===== src/sv/pcbs_pkg.sv =====
`timescale 1ns / 1ps

package pcbs_pkg;

	// Field widths of the stream words.
	localparam int COORD_W = 12;
	localparam int POINT_W = 2 * COORD_W;

	// Default number of sample intervals per segment.
	localparam int STEPS_DEF = 50;

	localparam int DEG_W   = 2;
	localparam int SEEN_W  = 3;
	localparam int PHASE_W = 2;

	localparam logic [DEG_W-1:0]   DEG_POINT  = 2'd0;
	localparam logic [DEG_W-1:0]   DEG_CUBIC  = 2'd3;
	localparam logic [SEEN_W-1:0]  SEEN_CUBIC = 3'd3;
	localparam logic [SEEN_W-1:0]  SEEN_MAX   = 3'd4;
	localparam logic [PHASE_W-1:0] PHASE_ZERO = 2'd0;
	localparam logic [PHASE_W-1:0] PHASE_LAST = 2'd2;

	typedef enum logic {
		ST_IDLE,
		ST_RUN
	} state_t;

	// Commands from the controller to the datapath.
	typedef struct packed {
		logic             load;
		logic             push;
		logic [DEG_W-1:0] degree;
		logic             issue;
		logic             last;
		logic             done;
	} cmd_t;

endpackage


===== src/sv/pcbs_ctrl.sv =====
`timescale 1ns / 1ps

module pcbs_ctrl #(
	parameter int STEPS = pcbs_pkg::STEPS_DEF
) (
	input  logic                         clk,
	input  logic                         arst_n,
	input  logic                         s_tvalid,
	input  logic                         s_tlast,
	output logic                         s_tready,
	input  logic                         adv,
	output pcbs_pkg::cmd_t               cmd,
	output logic [$clog2(STEPS+1)-1:0]   step_k
);

	localparam int SW = $clog2(STEPS + 1);
	localparam logic [SW-1:0] STEPS_K = SW'(STEPS);

	pcbs_pkg::state_t                    state_q, state_d;
	logic [pcbs_pkg::SEEN_W-1:0]         seen_q;
	logic [pcbs_pkg::PHASE_W-1:0]        phase_q;
	logic [SW-1:0]                       k_q;
	logic                                fin_q;
	logic                                single_q;

	logic                                accept;
	logic                                emit;
	logic                                last_smp;
	logic [pcbs_pkg::DEG_W-1:0]          deg_in;

	// The input side is open exactly in the idle state.
	assign accept   = s_tvalid && (state_q == pcbs_pkg::ST_IDLE);
	assign emit     = s_tlast || ((seen_q >= pcbs_pkg::SEEN_CUBIC) &&
		(phase_q == pcbs_pkg::PHASE_ZERO));
	assign last_smp = single_q || (k_q == STEPS_K);

	// A short final curve takes the degree of its point count less one.
	always_comb begin
		if (s_tlast && (seen_q < pcbs_pkg::SEEN_CUBIC)) begin
			deg_in = seen_q[pcbs_pkg::DEG_W-1:0];
		end else begin
			deg_in = pcbs_pkg::DEG_CUBIC;
		end
	end

	always_comb begin
		state_d = state_q;
		case (state_q)
			pcbs_pkg::ST_IDLE: begin
				if (accept && emit) begin
					state_d = pcbs_pkg::ST_RUN;
				end
			end
			pcbs_pkg::ST_RUN: begin
				if (adv && last_smp) begin
					state_d = pcbs_pkg::ST_IDLE;
				end
			end
			default: begin
				state_d = pcbs_pkg::ST_IDLE;
			end
		endcase
	end

	always_comb begin
		s_tready   = 1'b0;
		cmd        = '0;
		cmd.degree = deg_in;
		cmd.last   = last_smp;
		cmd.done   = last_smp && fin_q;
		case (state_q)
			pcbs_pkg::ST_IDLE: begin
				s_tready = 1'b1;
				cmd.load = accept && emit;
				cmd.push = accept && !s_tlast;
			end
			pcbs_pkg::ST_RUN: begin
				cmd.issue = adv;
			end
			default: begin
				s_tready = 1'b0;
			end
		endcase
	end

	assign step_k = k_q;

	always_ff @(posedge clk or negedge arst_n) begin
		if (!arst_n) begin
			state_q  <= pcbs_pkg::ST_IDLE;
			seen_q   <= '0;
			phase_q  <= '0;
			k_q      <= '0;
			fin_q    <= 1'b0;
			single_q <= 1'b0;
		end else begin
			state_q <= state_d;
			if (accept) begin
				if (s_tlast) begin
					seen_q  <= '0;
					phase_q <= '0;
				end else begin
					if (seen_q < pcbs_pkg::SEEN_MAX) begin
						seen_q <= seen_q + 1'b1;
					end
					if (phase_q >= pcbs_pkg::PHASE_LAST) begin
						phase_q <= pcbs_pkg::PHASE_ZERO;
					end else begin
						phase_q <= phase_q + 1'b1;
					end
				end
			end
			if (cmd.load) begin
				k_q      <= '0;
				fin_q    <= s_tlast;
				single_q <= (deg_in == pcbs_pkg::DEG_POINT);
			end else if (cmd.issue) begin
				k_q <= k_q + 1'b1;
			end
		end
	end

endmodule


===== config.mk =====
export PLATFORM = sky130hd
export DESIGN_NAME = pcbs_ctrl
export DESIGN_NICKNAME = d
export VERILOG_FILES = /design/src/sv/pcbs_pkg.sv /design/src/sv/pcbs_ctrl.sv
export SDC_FILE = /design/constraint.sdc
export NUM_CORES = 1
export LEC_CHECK = 0
export ABC_CLOCK_PERIOD_IN_PS = 2300
export BUFFER_PORTS_ARGS = -buffer_cell sky130_fd_sc_hd__clkbuf_2
export CORE_MARGIN = 4
export CORE_UTILIZATION = 25
export CTS_CLUSTER_SIZE = 24
export DETAILED_ROUTE_END_ITERATION = 7
export SYNTH_ARGS = -nofsm -noshare
export SYNTH_HDL_FRONTEND = slang
export SYNTH_SLANG_ARGS = --single-unit

===== constraint.sdc =====
create_clock -name clk -period 2.3 [get_ports clk]
set_input_delay 0.345 -clock clk [delete_from_list [all_inputs] [get_ports clk]]
set_output_delay 0.345 -clock clk [all_outputs]
set_load 0.05 [all_outputs]

==> impl_metrics.yaml, run 1 <==
routing:
  drt_wl_total_microns: 1860
  wire_per_inst_microns: 13.0
  postRouteAntennaNets: 0
  routed_via_density: 4.69
  dr.pass1.iters: 4
  vias: 670
  route.detailed.drc: 0
  drtIter0Drc: 43
sta:
  fin_crit_sh_pct: 94.8
  maxSlewViolCount: 0
  setup-tns-final_ns: 0
  setup_viol: 0
  max_slew_margin_pct: 74.2
  hold_viol: 0
  clock_skew_ns: 0.00362
  worst_slew_pin_slew_ns: 0.386
  min_period_ns: 2.18
  rsz0062_at_grt: "no"
  clock.fmax_mhz: 458
floorplanning:
  ioPinCount: 19
  die_y_microns: 64.9
  rows: 20
  die_area_sq_um: 4210
  core_area_sq_um: 3080
  die_w_microns: 64.9
  initial_core_util_pct: 26.3
global_routing:
  grt_max_degree: 15
  grt_pass1_vias: 663
  grt_overflow_total: 0
  grt_pass1_wl_microns: 3220
  grt_use_total_pct: 9.87
  antenna_found_initial: 0
setup_path:
  cpPeakStageDelay_ns: 0.45
  critPathLaunchType: "flop"
  crit_path_max_fanout: 7
  cp_cell_sequence: "ha_1 > ha_1 > a211oi_2 > o41ai_4 > buf_4"
  worstPathRequired_ns: 1.96
  endpoint_kind: "output pin"
  crit_arrival_ns: 1.84
  slowest_stage: "dfrtp_1"
  path_common_cell: "ha_1"
  crit_type: "flop to output pin"
yosys:
  synth-seq-cells: 14
  syn_area_per_cell_sq_um: 10.2
  ys_warn_count: 0
  ys_seq_area_share_pct: 43.3
  synth.cell_area_sq_um: 810
  synth_cell_types: 32
  synth_cells: 79
  synth_edf_count: 0
  async_reset_ff_share_pct: 100
  ys.flop_type: "dfrtp_1"
  synth_fp_nets: 88
place:
  place_congestion: 0.741
  port_buffers: 18
  dp_hpwl_microns: 1390
power:
  p_leak_nw: 0.466
  p_per_area_nw_per_um2: 1440
  ir_worst_vdd_mv: 0.738
cts:
  cts_setup_buffers: 0
  clk_latency_ns: 0.29
  htree_levels: 1
  clockBufferDepth: 2
  path_clk_slew_ns: 0.09
  cts_num_sinks: 14
  cts_buffers: 3
  cts_tree: "done"
  cts_root_buffer: "clkbuf_4"
cells_and_area:
  diodes: 0
  fin_util_pct: 31.9
  layout.nets: 109
  drive_above_1_share_pct: 33.3
  area_growth_pct: 21.3
outcome:
  status: "completed"
worst_hold_path:
  hold_class: "input port to flop"
job:
  maxCapViolCount: 0
cells in the final DEF, fill, tap and decap left out, types with 2 or more instances in the layout:
master / Yosys / layout
clkbuf_2: 0 / 17
dfrtp_1: 14 / 14
nor2_1: 7 / 7
o21ai_0: 6 / 6
inv_1: 5 / 5
a21oi_1: 4 / 4
nand2_1: 4 / 4
ha_1: 4 / 4
and2_1: 3 / 3
or3_1: 3 / 3
nand3_1: 3 / 3
clkbuf_4: 0 / 3
nand3b_1: 2 / 2
nand4_1: 2 / 2
buf_4: 1 / 2
registers in the layout, indices dropped and copies added (netlist names):
register  cells
fin_q         1
phase_q       2
seen_q        3
single_q      1
state_q       1
step_k        6
worst paths after layout:
check / slack [ns] / depth (start not counted) / startpoint / end
max: 0.12 / 5 / seen_q[0] / cmd[6]
min: 0.36 / 2 / s_tlast / seen_q[1]
max reg2reg: 0.54 / 6 / seen_q[0] / step_k[1]
min reg2reg: 0.53 / 2 / fin_q / fin_q
max in group asynchronous: 1.53 / 2 / arst_n / phase_q[1]
min in group asynchronous: 0.50 / 2 / arst_n / step_k[2]
layout make-up:
type	count	area (sq um)
Clock buffer	4	36.3
Fill cell	336	2100
Inverter	5	18.8
Multi-Input combinational cell	56	412
Sequential cell	14	350
Tap cell	44	55.1
Timing Repair Buffer	20	110
repair_timing:
| action | 4_1_cts | 5_1_grt |
|---|---|---|
| gates resized for setup | 1 | 3 |
| endpoints found under the hold margin | 14 | 0 |
| endpoints found under the setup margin | 1 | 1 |
| pin swaps | 0 | 0 |
| hold buffers | 1 | 0 |
logic make-up after synthesis:
family / after synthesis / share of synthesized area, %
multiplexers: 2 / 3.25
flip-flops: 14 / 43.3
adder cells (fa/ha/maj): 4 / 6.18
XOR/XNOR: 2 / 2.16
AO/OA/AOI/OAI: 18 / 17.2
buffers and inverters: 9 / 6.49
AND/OR/NAND/NOR: 30 / 21.5
routing by layer:
metal / wire length, microns / up-vias / track usage (%)
met3: 150 / 0 / 4.51
met1: 820 / 327 / 12.6
li1: - / 324 / -
met4: 0 / 0 / 1.58
met5: 0 / - / 0
met2: 890 / 19 / 15.5
worst max-delay path, delay by kind of cell, from the launching register on:
| family | cells | cell delay [ns] |
|---|---|---|
| AO/OA/AOI/OAI | 2 | 0.45 |
| flip-flops | 1 | 0.45 |
| adder cells (fa/ha/maj) | 2 | 0.44 |
| buffers and inverters | 1 | 0.22 |
report_power, final:
part	total, W	internal, W	leakage, nW	switching, W
clock network	0.000183	0.0000965	0.0210	0.0000862
logic	0.000729	0.000251	0.278	0.000478
registers	0.000504	0.000350	0.167	0.000154
total	0.00142	0.000698	0.466	0.000718
metrics by stage:
stage / total power (W) / instance area, sq um / worst slack, ns / std cells / hold WS [ns]
finish: 0.00142 / 982 / 0.119 / 143 / 0.358
global route: 0.00153 / 982 / 0.000323 / 143 / 0.389
CTS: 0.00143 / 980 / 0.0582 / 143 / 0.363
detailed placement: 0.00123 / 928 / 0.250 / 138 / 0.279
global placement: 0.00120 / 928 / 0.322 / 138 / 0.275
floorplan: 0.00107 / 810 / 0.213 / 79 / 0.0494
Yosys cell counts (3+ instances only):
cell | number | area [sq um]
dfrtp_1 | 14 | 350
nor2_1 | 7 | 26.3
o21ai_0 | 6 | 30.0
inv_1 | 5 | 18.8
a21oi_1 | 4 | 20.0
ha_1 | 4 | 50.1
nand2_1 | 4 | 15.0
and2_1 | 3 | 18.8
nand3_1 | 3 | 15.0
or3_1 | 3 | 18.8
No activity file was read; power rests on OpenSTA's default activity.
==> run 2, diff against run 1 <==
--- a/config.mk
+++ b/config.mk
@@ -7,10 +7,11 @@
 export LEC_CHECK = 0
 export ABC_CLOCK_PERIOD_IN_PS = 2300
 export BUFFER_PORTS_ARGS = -buffer_cell sky130_fd_sc_hd__clkbuf_2
-export CORE_MARGIN = 4
-export CORE_UTILIZATION = 25
+export CORE_MARGIN = 2
+export CORE_UTILIZATION = 51
 export CTS_CLUSTER_SIZE = 24
 export DETAILED_ROUTE_END_ITERATION = 7
+export PLACE_DENSITY = 0.76
 export SYNTH_ARGS = -nofsm -noshare
 export SYNTH_HDL_FRONTEND = slang
 export SYNTH_SLANG_ARGS = --single-unit
==> run 2 against run 1 <==
Against the previous run: count of clock-buffer cells in the layout unchanged; worst setup slack improved by 0.020 ns; via count decreased by 4.0%; sequential share of layout area increased by 1.1 points.
==> impl_metrics.yaml, run 2 (synthesized netlist as in run 1, its figures left out) <==
setup_path:
  critPathLaunchType: "flop"
  path_common_cell: "ha_1"
  r2r_start: "seen_q[0]"
  reg2reg_setup_slack_ns: 0.43
  cpPeakStageDelay_ns: 0.45
  crit_family: "flip-flops"
  worstPathRequired_ns: 1.96
  cp_cell_sequence: "ha_1 > ha_1 > a211oi_2 > o41ai_4 > clkbuf_2"
  rr_endpoint: "single_q"
  endpoint_kind: "output pin"
  crit_path_max_fanout: 7
  crit_arrival_ns: 1.82
  r2r_cells: 6
  slowest_stage: "dfrtp_1"
  path_buf_inv: 1
  crit_type: "flop to output pin"
floorplanning:
  rows: 14
  initial_core_util_pct: 54.4
  die_area_sq_um: 1920
  ioPinCount: 19
  die_w_microns: 43.8
  die_y_microns: 43.8
  core_area_sq_um: 1490
outcome:
  status: "completed"
cells_and_area:
  final_common_cell: "clkbuf_2"
  fin_cells: 116
  diodes: 0
  layout.nets: 110
  largest_reg_flops: 6
  area_growth_pct: 17.6
  drive_above_1_share_pct: 34.0
  layout_common_cells: "clkbuf_2 (18), dfrtp_1 (14), nor2_1 (7)"
global_routing:
  grt_overflow_total: 0
  grt_pass1_wl_microns: 2690
  grt_max_degree: 15
  antenna_found_initial: 0
  grt_use_total_pct: 19.9
  grt_pass1_vias: 595
routing:
  wire_per_inst_microns: 13.6
  drtIter0Drc: 18
  route.detailed.drc: 0
  routed_via_density: 5.54
  vias: 643
  dr.pass1.iters: 4
  postRouteAntennaNets: 0
  drt_wl_total_microns: 1570
sta:
  setup_viol: 0
  clock_skew_ns: 0.000941
  setup-tns-final_ns: 0
  fin_crit_sh_pct: 94.0
  min_period_ns: 2.16
  maxSlewViolCount: 0
  hold_viol: 0
  clock.fmax_mhz: 463
  worst_slew_pin_slew_ns: 0.348
  rsz0062_at_grt: "no"
  max_slew_margin_pct: 76.5
power:
  ir_worst_vdd_mv: 1.19
  p_per_area_nw_per_um2: 1470
  p_leak_nw: 0.469
cts:
  cts_buffers: 3
  cts_num_sinks: 14
  path_clk_slew_ns: 0.08
  clockBufferDepth: 2
  htree_levels: 1
  cts_tree: "done"
  cts_root_buffer: "clkbuf_4"
  clk_latency_ns: 0.28
place:
  port_buffers: 18
  dp_hpwl_microns: 1210
  dp_cells: 110
  place_congestion: 0.840
worst_hold_path:
  holdCritStartpoint: "s_tlast"
  hold_class: "input port to flop"
  hold_end: "seen_q[1]"
  hold_depth: 2
job:
  maxCapViolCount: 0
[run 2: worst max-delay path by stage]
stage | from | end | slack (ns) | cells after the start
after floorplan | state_q | single_q | 0.21 | 5
final | seen_q[0] | cmd[6] | 0.14 | 5
after global placement | seen_q[0] | cmd[6] | 0.29 | 5
after CTS | seen_q[0] | cmd[6] | 0.12 | 5
after detailed placement | seen_q[0] | cmd[6] | 0.26 | 5
after global routing | seen_q[0] | cmd[6] | 0.05 | 5
[run 2: final cells by class]
type                            count  area (sq um)
Clock buffer                        4          36.3
Fill cell                         123           537
Inverter                            5          18.8
Multi-Input combinational cell     56           412
Sequential cell                    14           350
Tap cell                           16          20.0
Timing Repair Buffer               21           115
[run 2: report_power, final]
part | leakage (nW) | total [W] | internal (W) | switching [W]
sequential | 0.167 | 0.000489 | 0.000351 | 0.000139
clock | 0.0210 | 0.000172 | 0.0000964 | 0.0000753
combinational | 0.282 | 0.000739 | 0.000253 | 0.000487
total | 0.469 | 0.00140 | 0.000700 | 0.000701
[run 2: metrics by stage]
step	utilization (%)	instance area [sq um]	power (W)	hold slack (ns)	setup WS [ns]
after floorplan	-	810	0.00107	0.0494	0.213
after global placement	60.0	893	0.00120	0.260	0.288
after detailed placement	60.0	893	0.00122	0.264	0.256
after CTS	63.9	952	0.00141	0.357	0.115
after global routing	63.9	952	0.00150	0.379	0.0465
final	63.9	952	0.00140	0.367	0.138
[run 2: timing repair]
item / 4_1_cts / 5_1_grt
endpoints found under the setup margin: 1 / 0
resized for setup: 1 / 0
hold buffers: 1 / 0
buffers inserted: 1 / 0
endpoints found under the hold margin: 14 / 0
[run 2: per-layer routing]
metal | GRT usage (%) | vias up | wire length (microns) | share of wire (%)
met3 | 7.50 | 2 | 61 | 3.9
met5 | 0 | - | 0 | 0
li1 | - | 328 | - | -
met4 | 9.09 | 0 | 15 | 0.95
met1 | 26.0 | 302 | 754 | 48
met2 | 29.1 | 11 | 742 | 47
